File: config.mk
export PLATFORM = sky130hd
export DESIGN_NAME = dcr_ram
export DESIGN_NICKNAME = d
export VERILOG_FILES = /design/src/rtl/core/dcr_ram.sv
export SDC_FILE = /design/constraint.sdc
export NUM_CORES = 1
export LEC_CHECK = 0
export BUFFER_PORTS_ARGS = -buffer_cell sky130_fd_sc_hd__buf_2
export CORE_ASPECT_RATIO = 1.4
export CORE_MARGIN = 2
export CORE_UTILIZATION = 46
export CTS_CLUSTER_SIZE = 10
export DETAILED_ROUTE_END_ITERATION = 16
export GPL_TIMING_DRIVEN = 0
export SLEW_MARGIN = 40
export SYNTH_ARGS = -nofsm -noshare
export SYNTH_HDL_FRONTEND = slang
export SYNTH_SLANG_ARGS = --single-unit
File: constraint.sdc
create_clock -name clk -period 4.6 [get_ports clk]
set_clock_uncertainty 0.1 [all_clocks]
set_input_delay 0.46 -clock clk [delete_from_list [all_inputs] [get_ports clk]]
set_output_delay 0.46 -clock clk [all_outputs]
set_load 0.02 [all_outputs]
File: src/rtl/core/dcr_ram.sv
// Generic single-port RAM with registered read data.
// No dependencies.
`timescale 1ns / 1ps
module dcr_ram #(
    parameter int WIDTH = 8,
    parameter int DEPTH = 16
) (
    input  logic                     clk,
    input  logic                     we,
    input  logic [$clog2(DEPTH)-1:0] addr,
    input  logic [WIDTH-1:0]         wdata,
    output logic [WIDTH-1:0]         rdata
);
    logic [WIDTH-1:0] mem [DEPTH];

    always_ff @(posedge clk)
    begin
        if (we)
        begin
            mem[addr] <= wdata;
        end
        rdata <= mem[addr];
    end
endmodule

==> impl_metrics.tcl <==
set metrics [dict create \
    cts_hold_buf 0 \
    min_period_ns 2.33 \
    finalCritPeriodShare_pct 50.6 \
    synth_top_cell_by_area "edfxtp_1" \
    drv_cap 0 \
    postCtsSetupBuffers 0 \
    synth.net_count 244 \
    multi_input_area_mm2 0.00104 \
    setup_violations 0 \
    grt_pass1_vias 2407 \
    finalHoldViolations 0 \
    core_mm2 0.0108 \
    nets 282 \
    dp_hpwl_um 6130 \
    clockBufferDepth 2 \
    worstMarginPinSlew_ns 0.805 \
    route.vias.total 2332 \
    wl_um 9520 \
    firstDrtPassIters 4 \
    postSynthCellCount 230 \
    area_delta_synth_final_pct 17.1 \
    crit_fanout 10 \
    grt_overflow 0 \
    slew_headroom_pct 46.1 \
    ys_seq_area_share_pct 79.0 \
    wl_per_cell_um 22.6 \
    clk_pin_slew_ns 0.05 \
    finalPower_mw 2.78 \
    insertion_delay_ns 0.40 \
    startpoint_type "primary input" \
    insertedDiodeCount 0 \
    dieArea_mm2 0.0119 \
    grt_setup_unrepaired "no" \
    arrival_ns 2.25 \
    vias_per_cell 5.53 \
    synth-seq-cells 136 \
    irDropWorstVdd_mv 0.211 \
    start_util_pct 46.9 \
    critical_path_class "primary input to flop" \
    synth.distinct_cells 18 \
    yosys.area.top_type_share_pct 75.9 \
    postRouteAntennaNets 0 \
    syn_area_per_cell_um2 22.0 \
    antenna_found_initial 0 \
    grtUsageTotal_pct 17.9 \
    drt_iter0_drc 224 \
    cts_max_level 4 \
    post_cts_resize_count 0 \
    ys_warn_count 0 \
    cts.sinks 136 \
    outcome "completed" \
    chipWidth_um 92.7 \
    root_buffer "clkbuf_16" \
    powerDensity_mw_per_mm2 469 \
    reg2reg_slack_ns 3.09 \
    power_leakage_nw 1.92 \
    drive_above_1_share_pct 32.7 \
    rows 45 \
    io_buffers 19 \
    grt_start_max_net_pins 17 \
    required_ns 4.53 \
    synthTopCellsByArea "edfxtp_1 76%, mux4_2 14%, dfxtp_1 3.2%" \
    route.detailed.drc 0 \
    register_area_mm2 0.00400 \
    fmax_mhz 430 \
    final.setup.tns_ns 0 \
    fillers 862 \
    min_path_type "primary input to flop" \
    numCtsBuffers 17 \
    io_pins 22 \
    gp_congestion 0.753 \
    die_y_um 128 \
    cp-end-kind "flop" \
    cts_tree "built" \
    syn-cell-area_mm2 0.00507 \
    grt_pass1_wl_um 14500 \
    slew_violations 0 \
]
[power by group]
| part | switching (mW) | internal [mW] | leakage (nW) |
|---|---|---|---|
| registers | 0.00645 | 1.39 | 1.22 |
| clock network | 0.455 | 0.798 | 0.269 |
| logic | 0.0862 | 0.0527 | 0.424 |
| total | 0.547 | 2.24 | 1.92 |
[metrics by stage]
step | hold slack, ns | instance area (um2) | instances | worst slack (ns) | utilization, %
detailed placement | 0.578 | 5360 | 390 | 1.89 | 49.6
global route | 0.356 | 5940 | 422 | 2.14 | 54.9
finish | 0.361 | 5940 | 422 | 2.27 | 54.9
global placement | 0.571 | 5340 | 390 | 1.90 | 49.4
CTS | 0.362 | 5920 | 422 | 2.31 | 54.8
floorplan | 0.459 | 5070 | 230 | 2.55 | -
[registers in the layout (all words and copies together) (netlist names)]
register,count
rdata,8
mem,128
[Yosys cell counts]
| cell type | number |
|---|---|
| edfxtp_1 | 128 |
| mux4_2 | 32 |
| a22oi_1 | 16 |
| nor2_1 | 13 |
| nand2_1 | 9 |
| dfxtp_1 | 8 |
| buf_1 | 4 |
| nor3_1 | 4 |
| buf_2 | 2 |
| buf_6 | 2 |
| clkbuf_1 | 2 |
| nand2b_1 | 2 |
| nand3b_1 | 2 |
| nor2b_1 | 2 |
| and2_1 | 1 |
| clkbuf_2 | 1 |
| nand3_1 | 1 |
| or3b_2 | 1 |
[kinds of logic (layout without fill, tap and decap cells)]
logic type | count (synthesis) | count (layout) | share of synthesized area [%]
multiplexers | 32 | 32 | 14.2
AO/OA/AOI/OAI | 16 | 16 | 2.37
buffers and inverters | 11 | 62 | 1.19
AND/OR/NAND/NOR | 35 | 35 | 3.21
flip-flops | 136 | 136 | 79.0
[critical path, stage by stage]
cell	delay, ns
buf_2	0.26
buf_1	0.57
nand2_1	0.26
nor2_1	0.69
[final timing paths]
check | from | endpoint | cells after the start
worst max-delay path | addr[1] | mem[15][4] | 4
worst min-delay path | wdata[6] | mem[12][6] | 1
worst max register to register | mem[3][3] | rdata[3] | 3
worst min register to register | mem[15][4] | rdata[4] | 3
[layout make-up]
class                      instances  area share [%]
sequential                       136            67.5
multi-input combinational         83            17.5
clock buffer                      25            8.35
tap                              141            2.97
timing repair buffer              19            1.60
clock inverter                     7            1.14
buffer                            11            1.01
[placed cells by master, fill, tap and decap left out, types with 3 or more instances in the layout]
cell        synthesis  final
clkbuf_16           0     17
clkbuf_8            0      4
nor3_2              0      3
clkinvlp_4          0      3
dfxtp_1             8      8
clkinv_2            0      3
buf_2               2     21
clkbuf_1            2      6
nand2_1             9      9
mux4_2             32     32
buf_1               4      4
edfxtp_1          128    128
nor2_1             13     10
nor2_2              0      3
a22oi_1            16     16
[per-layer routing]
metal | up-vias | global-route usage (%) | part of all wire, % | routed length [um]
li1 | 1038 | - | - | -
met1 | 1223 | 23.4 | 43 | 4060
met2 | 63 | 29.2 | 52 | 4910
met3 | 8 | 5.35 | 4.7 | 444
met4 | 0 | 5.45 | 1.1 | 102
met5 | - | 0 | 0 | 0
(Power assumes the default switching activity.)
